$ cat src/sv/ipru_pkg.sv
// shared types, register indexes and helpers for the indexed pixel row unpacker
`default_nettype none

package ipru_pkg;

  localparam int MAX_COLUMNS_DEF   = 4096;
  localparam int TABLE_ENTRIES_DEF = 256;

  localparam int CFG_W     = 13;
  localparam int CFG_IDX_W = 2;

  // register indexes
  localparam logic [CFG_IDX_W-1:0] REG_PIXEL_MODE = 2'd0;
  localparam logic [CFG_IDX_W-1:0] REG_COLUMNS    = 2'd1;
  localparam logic [CFG_IDX_W-1:0] REG_ROWS       = 2'd2;
  localparam logic [CFG_IDX_W-1:0] REG_PAD_BYTES  = 2'd3;

  // pixel modes
  localparam logic [1:0] MODE_8BPP = 2'd0;
  localparam logic [1:0] MODE_4BPP = 2'd1;
  localparam logic [1:0] MODE_2BPP = 2'd2;
  localparam logic [1:0] MODE_1BPP = 2'd3;

  // operations
  localparam logic OP_PIXEL = 1'b0;
  localparam logic OP_TABLE = 1'b1;

  typedef struct packed {
    logic       operation;
    logic [7:0] data_byte;
    logic [7:0] table_index;
  } ipru_in_t;

  typedef struct packed {
    logic [7:0] pixel_colour;
    logic       last_in_row;
    logic       last_in_image;
  } ipru_out_t;

  // table read request issued by the unpacker, one pixel each
  typedef struct packed {
    logic       en;
    logic [7:0] index;
    logic       row_end;
    logic       img_end;
  } ipru_rd_t;

  // table write request
  typedef struct packed {
    logic       en;
    logic [7:0] index;
    logic [7:0] colour;
  } ipru_wr_t;

  // colour of an entry that was never written
  function automatic logic [7:0] reset_colour(input logic [7:0] idx);
    reset_colour = (idx < 8'd16) ? idx : 8'd0;
  endfunction

endpackage

`default_nettype wire

$ cat src/sv/ipru_colour_table.sv
// colour table memory with per-entry written flags and reset-value fallback
`default_nettype none

module ipru_colour_table #(
  parameter int TABLE_ENTRIES = ipru_pkg::TABLE_ENTRIES_DEF
) (
  input  wire logic           clk,
  input  wire logic           rst_n,
  input  wire ipru_pkg::ipru_wr_t wr,
  input  wire ipru_pkg::ipru_rd_t rd,
  output logic [7:0]          rd_colour
);

  localparam int AW = (TABLE_ENTRIES > 1) ? $clog2(TABLE_ENTRIES) : 1;

  logic [7:0]               mem [TABLE_ENTRIES];
  logic [TABLE_ENTRIES-1:0] written_r;

  logic [7:0]    data_r;
  logic          written_q_r;
  logic          in_range_r;
  logic [AW-1:0] addr_r;

  logic wr_ok;
  logic rd_ok;

  assign wr_ok = wr.en && (int'(wr.index) < TABLE_ENTRIES);
  assign rd_ok = int'(rd.index) < TABLE_ENTRIES;

  // read before write on a same-entry collision keeps item order
  always_ff @(posedge clk) begin
    if (rd.en) begin
      data_r     <= mem[rd.index[AW-1:0]];
      addr_r     <= rd.index[AW-1:0];
      in_range_r <= rd_ok;
    end
    if (wr_ok) begin
      mem[wr.index[AW-1:0]] <= wr.colour;
    end
  end

  always_ff @(posedge clk) begin
    if (!rst_n) begin
      written_r   <= '0;
      written_q_r <= 1'b0;
    end else begin
      if (rd.en) begin
        written_q_r <= written_r[rd.index[AW-1:0]];
      end
      if (wr_ok) begin
        written_r[wr.index[AW-1:0]] <= 1'b1;
      end
    end
  end

  always_comb begin
    if (!in_range_r) begin
      rd_colour = 8'd0;
    end else if (written_q_r) begin
      rd_colour = data_r;
    end else begin
      rd_colour = ipru_pkg::reset_colour(8'(addr_r));
    end
  end

endmodule

`default_nettype wire

$ cat src/sv/ipru_unpacker.sv
// byte unpacker: field sequencer, row and image counters, padding skip
`default_nettype none

module ipru_unpacker #(
  parameter int MAX_COLUMNS = ipru_pkg::MAX_COLUMNS_DEF
) (
  input  wire logic                 clk,
  input  wire logic                 rst_n,
  input  wire logic                 in_valid,
  output logic                      in_ready,
  input  wire ipru_pkg::ipru_in_t   in_data,
  input  wire logic                 issue_en,
  input  wire logic [1:0]           pixel_mode,
  input  wire logic [12:0]          columns,
  input  wire logic [12:0]          rows,
  input  wire logic [7:0]           pad_bytes,
  output ipru_pkg::ipru_rd_t        rd,
  output ipru_pkg::ipru_wr_t        wr
);

  logic        busy_r, busy_nxt;
  logic [7:0]  byte_r, byte_nxt;
  logic [2:0]  fld_r, fld_nxt;
  logic [12:0] col_r, col_nxt;
  logic [12:0] row_r, row_nxt;
  logic [7:0]  pad_r, pad_nxt;

  logic [12:0] col_total;
  logic [12:0] row_total;
  logic [13:0] col_inc;
  logic [13:0] row_inc;
  logic        issue;
  logic        row_end;
  logic        img_end;
  logic        last_fld;
  logic        done;
  logic        accept;
  logic [7:0]  field;
  logic [7:0]  byte_shift;
  logic [7:0]  pad_after;

  always_comb begin
    if (columns == 13'd0) begin
      col_total = 13'd1;
    end else if (int'(columns) > MAX_COLUMNS) begin
      col_total = 13'(MAX_COLUMNS);
    end else begin
      col_total = columns;
    end
    row_total = (rows == 13'd0) ? 13'd1 : rows;
  end

  // top field of the byte, and the byte moved on to the next field
  always_comb begin
    case (pixel_mode)
      ipru_pkg::MODE_8BPP: begin
        field      = byte_r;
        byte_shift = byte_r;
        last_fld   = 1'b1;
      end
      ipru_pkg::MODE_4BPP: begin
        field      = {4'd0, byte_r[7:4]};
        byte_shift = {byte_r[3:0], 4'd0};
        last_fld   = (fld_r == 3'd1);
      end
      ipru_pkg::MODE_2BPP: begin
        field      = {6'd0, byte_r[7:6]};
        byte_shift = {byte_r[5:0], 2'd0};
        last_fld   = (fld_r == 3'd3);
      end
      default: begin
        field      = {7'd0, byte_r[7]};
        byte_shift = {byte_r[6:0], 1'b0};
        last_fld   = (fld_r == 3'd7);
      end
    endcase
  end

  assign issue   = busy_r && issue_en;
  assign col_inc = {1'b0, col_r} + 14'd1;
  assign row_inc = {1'b0, row_r} + 14'd1;
  assign row_end = col_inc >= {1'b0, col_total};
  assign img_end = row_end && (row_inc >= {1'b0, row_total});
  assign done    = issue && (row_end || last_fld);

  assign in_ready = !busy_r || done;
  assign accept   = in_valid && in_ready;

  // padding count as it stands once the current pixel is issued
  assign pad_after = (issue && row_end && pixel_mode != ipru_pkg::MODE_8BPP) ?
                     pad_bytes : pad_r;

  always_comb begin
    busy_nxt = busy_r && !done;
    byte_nxt = issue ? byte_shift : byte_r;
    fld_nxt  = issue ? fld_r + 3'd1 : fld_r;
    pad_nxt  = pad_after;
    col_nxt  = col_r;
    row_nxt  = row_r;
    if (issue) begin
      if (row_end) begin
        col_nxt = 13'd0;
        row_nxt = img_end ? 13'd0 : row_inc[12:0];
      end else begin
        col_nxt = col_inc[12:0];
      end
    end
    if (accept && in_data.operation == ipru_pkg::OP_PIXEL) begin
      if (pad_after != 8'd0) begin
        pad_nxt = pad_after - 8'd1;
      end else begin
        busy_nxt = 1'b1;
        byte_nxt = in_data.data_byte;
        fld_nxt  = 3'd0;
      end
    end
  end

  always_ff @(posedge clk) begin
    if (!rst_n) begin
      busy_r <= 1'b0;
      fld_r  <= 3'd0;
      col_r  <= 13'd0;
      row_r  <= 13'd0;
      pad_r  <= 8'd0;
    end else begin
      busy_r <= busy_nxt;
      fld_r  <= fld_nxt;
      col_r  <= col_nxt;
      row_r  <= row_nxt;
      pad_r  <= pad_nxt;
    end
  end

  always_ff @(posedge clk) begin
    byte_r <= byte_nxt;
  end

  always_comb begin
    rd.en      = issue;
    rd.index   = field;
    rd.row_end = row_end;
    rd.img_end = img_end;
    wr.en      = accept && (in_data.operation == ipru_pkg::OP_TABLE);
    wr.index   = in_data.table_index;
    wr.colour  = in_data.data_byte;
  end

endmodule

`default_nettype wire

$ cat src/sv/indexed_pixel_row_unpacker.sv
// Indexed pixel row unpacker. Each input word is either a pixel data byte or a
// colour table write. A data byte is split into 1, 2, 4 or 8 fields (8, 4, 2 or
// 1 bpp per the pixel_mode register), most significant field first; every
// field looks up the 256-entry colour table and leaves as one output word
// carrying the colour, a row-end flag and an image-end flag. Once a row's last
// column is out, the rest of that byte is dropped and, in the packed modes,
// the next pad_bytes data bytes are swallowed without output. Rate: the table
// has one read port and yields one pixel per cycle unless the output stalls;
// a data byte holds the unpacker until its pixels are issued (1 at 8 bpp, up
// to 2, 4 or 8 in the packed modes, fewer at a row end); the next byte is
// taken in the cycle its predecessor's last pixel is issued, so there is no
// bubble between bytes. Table writes and padding bytes emit no pixels. Results
// leave through a one-deep output register; the unpacker keeps going while it
// is empty or being drained. Table entries not yet written read as their reset
// value (entry i is i below 16, else 0) via per-entry written flags, so no
// clearing pass follows reset. Configuration writes go through the cfg port
// and must only happen while the block is idle.
`default_nettype none

module indexed_pixel_row_unpacker #(
  parameter int MAX_COLUMNS   = ipru_pkg::MAX_COLUMNS_DEF,
  parameter int TABLE_ENTRIES = ipru_pkg::TABLE_ENTRIES_DEF
) (
  input  wire logic                           clk,
  input  wire logic                           rst_n,
  // input words
  input  wire logic                           in_valid,
  output logic                                in_ready,
  input  wire ipru_pkg::ipru_in_t             in_data,
  // output words
  output logic                                out_valid,
  input  wire logic                           out_ready,
  output ipru_pkg::ipru_out_t                 out_data,
  // configuration writes
  input  wire logic                           cfg_we,
  input  wire logic [ipru_pkg::CFG_IDX_W-1:0] cfg_index,
  input  wire logic [ipru_pkg::CFG_W-1:0]     cfg_data
);

  // configuration registers
  logic [1:0]  pixel_mode_r;
  logic [12:0] columns_r;
  logic [12:0] rows_r;
  logic [7:0]  pad_bytes_r;

  // output stage
  logic out_valid_r, out_valid_nxt;
  logic row_end_r;
  logic img_end_r;

  logic               issue_en;
  logic [7:0]         colour;
  ipru_pkg::ipru_rd_t rd;
  ipru_pkg::ipru_wr_t wr;

  always_ff @(posedge clk) begin
    if (!rst_n) begin
      pixel_mode_r <= ipru_pkg::MODE_8BPP;
      columns_r    <= 13'd1;
      rows_r       <= 13'd1;
      pad_bytes_r  <= 8'd0;
    end else if (cfg_we) begin
      case (cfg_index)
        ipru_pkg::REG_PIXEL_MODE: pixel_mode_r <= cfg_data[1:0];
        ipru_pkg::REG_COLUMNS:    columns_r    <= cfg_data[12:0];
        ipru_pkg::REG_ROWS:       rows_r       <= cfg_data[12:0];
        ipru_pkg::REG_PAD_BYTES:  pad_bytes_r  <= cfg_data[7:0];
        default: begin
        end
      endcase
    end
  end

  // a new pixel may be issued when the output register is free or draining;
  // the table read data register only moves on an issue, so a stalled word holds
  assign issue_en = !out_valid_r || out_ready;

  ipru_unpacker #(
    .MAX_COLUMNS (MAX_COLUMNS)
  ) u_unpacker (
    .clk        (clk),
    .rst_n      (rst_n),
    .in_valid   (in_valid),
    .in_ready   (in_ready),
    .in_data    (in_data),
    .issue_en   (issue_en),
    .pixel_mode (pixel_mode_r),
    .columns    (columns_r),
    .rows       (rows_r),
    .pad_bytes  (pad_bytes_r),
    .rd         (rd),
    .wr         (wr)
  );

  ipru_colour_table #(
    .TABLE_ENTRIES (TABLE_ENTRIES)
  ) u_colour_table (
    .clk       (clk),
    .rst_n     (rst_n),
    .wr        (wr),
    .rd        (rd),
    .rd_colour (colour)
  );

  // flags are registered alongside the table read, so they stay with its colour
  always_comb begin
    if (rd.en) begin
      out_valid_nxt = 1'b1;
    end else if (out_ready) begin
      out_valid_nxt = 1'b0;
    end else begin
      out_valid_nxt = out_valid_r;
    end
  end

  always_ff @(posedge clk) begin
    if (!rst_n) begin
      out_valid_r <= 1'b0;
    end else begin
      out_valid_r <= out_valid_nxt;
    end
  end

  always_ff @(posedge clk) begin
    if (rd.en) begin
      row_end_r <= rd.row_end;
      img_end_r <= rd.img_end;
    end
  end

  assign out_valid              = out_valid_r;
  assign out_data.pixel_colour  = colour;
  assign out_data.last_in_row   = row_end_r;
  assign out_data.last_in_image = img_end_r;

endmodule

`default_nettype wire
$ cat config.mk
export PLATFORM = sky130hd
export DESIGN_NAME = indexed_pixel_row_unpacker
export DESIGN_NICKNAME = d
export VERILOG_FILES = /design/src/sv/ipru_pkg.sv /design/src/sv/ipru_colour_table.sv /design/src/sv/ipru_unpacker.sv /design/src/sv/indexed_pixel_row_unpacker.sv
export SDC_FILE = /design/constraint.sdc
export NUM_CORES = 2
export LEC_CHECK = 0
export BUFFER_PORTS_ARGS = -buffer_cell sky130_fd_sc_hd__clkbuf_2
export CAP_MARGIN = 15
export CORE_MARGIN = 5
export CORE_UTILIZATION = 60
export CTS_CLUSTER_SIZE = 14
export DETAILED_ROUTE_END_ITERATION = 8
export HOLD_SLACK_MARGIN = 0.12
export PLACE_DENSITY = 0.77
export SLEW_MARGIN = 10
export SYNTH_ARGS = -nofsm -noshare
export SYNTH_HDL_FRONTEND = slang
export SYNTH_HIERARCHICAL = 1
export SYNTH_SLANG_ARGS = --single-unit
$ cat constraint.sdc
create_clock -name clk -period 5.5 [get_ports clk]
set_input_delay 0.825 -clock clk [delete_from_list [all_inputs] [get_ports clk]]
set_output_delay 0.825 -clock clk [all_outputs]
set_load 0.03 [all_outputs]
; Word level (Yosys, flattened, before mapping)
; Memories as Yosys holds them, arrays and structs flattened. A register that Yosys moved wholly into a read port is not among the register bits.
; Index checks and enable logic that the tools add are counted.
; Widths: inputs -> output; s select.
[totals]
reg_bits = 350
inputBits = 37
ramBits = 2048
mem_count = 1
out_inout_bits = 12
[classes]
mux = 29
reduce_logical = 28
n_addsub = 4
bitwise = 2
n_eq_ne = 8
magnitude_cmp = 7
[mem_list]
columns = memory, words, word_bits, rd, rd_ports_with_merged_regs, wr, line
row1 = u_colour_table.mem, 256, 8, 1, 1, 1, ipru_colour_table.sv:16  ; logic [7:0] mem [TABLE_ENTRIES];
[ops]
columns = cell, n
row1 = $or 256x256->256, 1
row2 = $mux 13, 5
row3 = $mux 8, 8
row4 = $pmux 8 s3, 2
row5 = $add 13x1->14 const B, 2
row6 = $ge 14x13->1, 2
row7 = $logic_not 13->1, 2
row8 = $lt 8x9->1 const B, 2
row9 = $gt 13x13->1 const B, 1
row10 = $logic_and 1x1->1, 10
row11 = $reduce_and 2->1, 5
row12 = $mux 3, 3
row13 = $bmux 1 s8, 1
row14 = $demux 1 s8, 1
row15 = $ge 8x1->1 const B, 1
row16 = $lt 8x5->1 const B, 1
row17 = $mux 1, 8
row18 = $reduce_bool 8->1, 1
row19 = $sub 8x1->8 const B, 1
row20 = $eq 2x2->1 const B, 3
row21 = $eq 2x1->1 const B, 2
row22 = $logic_not 2->1, 2
row23 = $reduce_bool 2->1, 2
row24 = $add 3x1->3 const B, 1
row25 = other kinds (7), 11

; Logic depth before layout (Yosys ltp)
[depth]
depth_word = 11
mapped_depth = 19
depth_no_buf = 18

; Hierarchy
; Netlist, hierarchy kept.
[by_module_without_submodules]
columns = module, instances, cells_each, area_each_um2
row1 = ipru_colour_table, 1, 4322, 88190.8
row2 = ipru_unpacker, 1, 481, 3804.9
row3 = indexed_pixel_row_unpacker, 1, 145, 1492.7

; Worst setup path after synthesis
; OpenSTA, ideal clock, no wires.
[synth_timing]
path_type = register to register
startpoint = reg u_unpacker.col_r[0]
endpoint = mem u_colour_table.mem[207][0] (enable)
period_less_slack_ns = 4.667
n_path_buf = 3
stages_incl_launch_ff = 17
setup_slack_ns = 0.833
setup_time_ns = 0.374
required_time_ns = 5.126
arrival_ns = 4.294
path_cell_list = dfxtp_1 ha_1 and2_1 nand4_1 xnor2_1 ha_1 and4_1 nand4_1 o21a_1 nand3_1 and2_1 and3_1 clkbuf_1 or4b_2 clkbuf_1 clkbuf_1 nor2_1
[synth_lines]
columns = element, line
row1 = start: declaration, ipru_unpacker.sv:24  ; logic [12:0] col_r, col_nxt;
row2 = start signal: assignment, ipru_unpacker.sv:129  ; col_r <= col_nxt;
row3 = end: declaration, ipru_colour_table.sv:16

==> results.cfg <==
[clocking]
cts-resized-gates = 0
cts_hold_buf = 0
clkSlewWorstSetupHoldPaths_ps = 60
postCtsSetupBuffers = 0
clock_path_buffers = 3
cts_tree = yes
clk_latency_ps = 860
clock-sinks = 2406
numCtsBuffers = 222
cts-root-buf = clkbuf_16
htreeDepth = 4

[routing]
drt_iter0_markers = 6518
firstDrtPassIters = 6
dr_total_vias = 50300
wl_per_cell_um = 30.7
drtAntennaViolNets = 0
drc = 0
vias_per_cell = 6.76
wirelength_um = 229000

[setup_path]
r2r_cells = 13
startpoint_type = register
slowest_stage = or4b_2
path_max_fanout = 16
crit_path_end = u_colour_table/mem[205][3]
r2r_start = u_unpacker/col_r[0]
slowest_delay_ps = 930
path_depth = 13
end_kind = register
path_buf_inv = 0
ff2ff_setup_slack_ps = 320
r2r_end = u_colour_table/mem[205][3]
crit_start = u_unpacker/col_r[0]
cp_top_family = simple AND/OR/NAND/NOR gates
crit_chain = ha_1 -> and2_1 -> nand4_1 -> xnor2_1 -> ha_1 -> and4_1 -> nand4_1 -> o21a_1 -> nand3_1 -> and2_1 -> and3_1 -> or4b_2 -> nor2_1
path_class = register to register
crit_arrival_ps = 5640
crit_required_ps = 5960

[global_routing]
grt-ovfl-total = 0
grt_pass1_vias = 50600
grt_max_degree = 162
antenna_found_initial = 9
grt_usage_pct = 28.2
grt_pass1_wl_um = 339000

[floorplan]
fp.coreArea_um2 = 154000
rows = 144
die_area_um2 = 164000
die_y_um = 405
fp.dieW_um = 405
ios = 49
start_util_pct = 60.5

[power]
ir_drop_v = 0.000373
p_sw_mw = 13.4
pwr-share-comb_pct = 24.6
p_seq_share_pct = 42.9
power.internal_mw = 33.2
total_power_mw = 46.6
pwr-share-clk_pct = 32.5
leakage_nw = 33.5
power.density_nw_per_um2 = 445
p_sw_share_pct = 28.8

[placement]
dp_hpwl_um = 136000
placed_area_um2 = 97500
io_buffer_count = 48
dp.cells = 7015
place_congestion = 0.933
place_ws_ps = 415

[sta]
setup_viol = 0
skew_ps = 36.2
hold_slack_ps = 270
drv_slew = 0
setup_tns_ps = 0
worst_pin_slew_ps = 1190
rsz0062_at_grt = false
fmax_mhz = 193
period_share_pct = 94.2
hold_viol = 0
slew_headroom_pct = 20.7
fin_crit_ps = 5180
finalWorstSetupSlack_ps = 317

[logic_synthesis]
async_reset_ff_share_pct = 0
synth_edf_count = 2066
ys_ff_latch = 2406
muxShareOfSynthArea_pct = 14.4
synthAdderAreaFrac_pct = 0.455
synth_ff_type = edfxtp_1
synth-simple-area-share_pct = 3.25
synth_xor_area_share_pct = 0.309
synth.largest_area_cell = edfxtp_1
synth.yosys.seq_area_share_pct = 73.6
syn_nets = 5019
netlist_instances = 4948
synth_area_um2 = 93500
ys_top_cells_by_area = edfxtp_1, mux4_2, dfxtp_1
synth_top_area_share_pct = 66.4
ys_warn_count = 6
synth_common_cells = edfxtp_1, mux4_2, dfxtp_1
synth_top_family_by_area = multiplexers
synth_compound_area_share_pct = 6.18
yosys.cell_types.count = 80
synthMostInstantiatedCell = edfxtp_1
avgSynthCellArea_um2 = 18.9

[final_layout]
fin_cells = 7446
area_delta_synth_final_pct = 12.1
drive_above_1_share_pct = 24.0
nNetsFinal = 5266
utilization_pct = 67.9
fillers = 9354
fin_area_um2 = 105000

[job]
max_cap_viol_count = 0

[outcome]
status = finished clean

[hold_path]
hold_class = input port to register
-- cell usage in the layout (no fill, tap or decap), types with 24 or more instances in the layout --
cell type  instances
a21oi_1          166
a22oi_1          281
buf_12            32
buf_4            275
clkbuf_1          58
clkbuf_16        227
clkbuf_2          39
clkbuf_8          40
clkinv_1          31
clkinv_2          41
dfxtp_1          340
edfxtp_1        2066
ha_1              34
inv_1             25
mux2i_1           61
mux4_2           567
nand2_1          140
nand3_1           51
nor2_1           294
nor4_1            44
o21a_1           262
o21ai_0           24
-- power by group through the flow --
stage	clock network, mW	registers [mW]	logic (mW)
finish	15.2	20.0	11.4
detailed placement	0	20.4	11.2
global route	16.2	20.0	11.9
CTS	15.3	20.0	11.3
global placement	0	20.4	11.1
floorplan	0	20.4	7.58
-- state kept, by name, summed over array words and instances (netlist names), 2 cells and up --
signal                    flops
pad_bytes_r                   8
u_unpacker/fld_r              3
rows_r                       13
u_colour_table/data_r         8
u_unpacker/row_r             13
u_colour_table/addr_r         8
u_unpacker/byte_r             8
columns_r                    13
u_colour_table/mem         2048
pixel_mode_r                  2
u_colour_table/written_r    256
u_unpacker/pad_r              8
u_unpacker/col_r             13
-- worst min-delay path, cell delays in order --
cell and delay (ps):
clkbuf_2 80, nand2_1 90, mux2i_1 70
-- layer usage --
layer / GRT usage (%) / vias to the layer above / part of all wire, %
met1: 38.4 / 26000 / 36
met2: 44.7 / 3089 / 48
li1: - / 20700 / -
met4: 10.5 / 2 / 4.0
met5: 0.468 / - / 0.046
met3: 7.41 / 499 / 11
-- worst min-delay path by stage --
stage	depth (start not counted)	end	startpoint
floorplan	1	u_colour_table/written_r[57]	u_colour_table/written_r[57]
detailed placement	1	u_colour_table/written_r[243]	u_colour_table/written_r[243]
global route	3	columns_r[12]	cfg_data[12]
finish	3	rows_r[12]	cfg_data[12]
CTS	3	rows_r[12]	cfg_data[12]
global placement	1	u_colour_table/written_r[39]	u_colour_table/written_r[39]
-- cell type report --
class                      count  area (um2)  share of cell area, %
sequential                  2406       68800                   65.7
multi-input combinational   2181       23000                   22.0
clock buffer                 317        6340                   6.05
timing repair buffer         355        3030                   2.89
tap                         2044        2560                   2.44
clock inverter               104         911                  0.869
inverter                      29         109                  0.104
antenna                       10        25.0                 0.0239
-- logic make-up after synthesis --
family / Yosys count
mux: 632
fa+ha+maj: 34
simple gates: 660
compound gates: 822
flops: 2406
buf+inv: 361
xor+xnor: 33
Power figures use the tool's default switching activity.
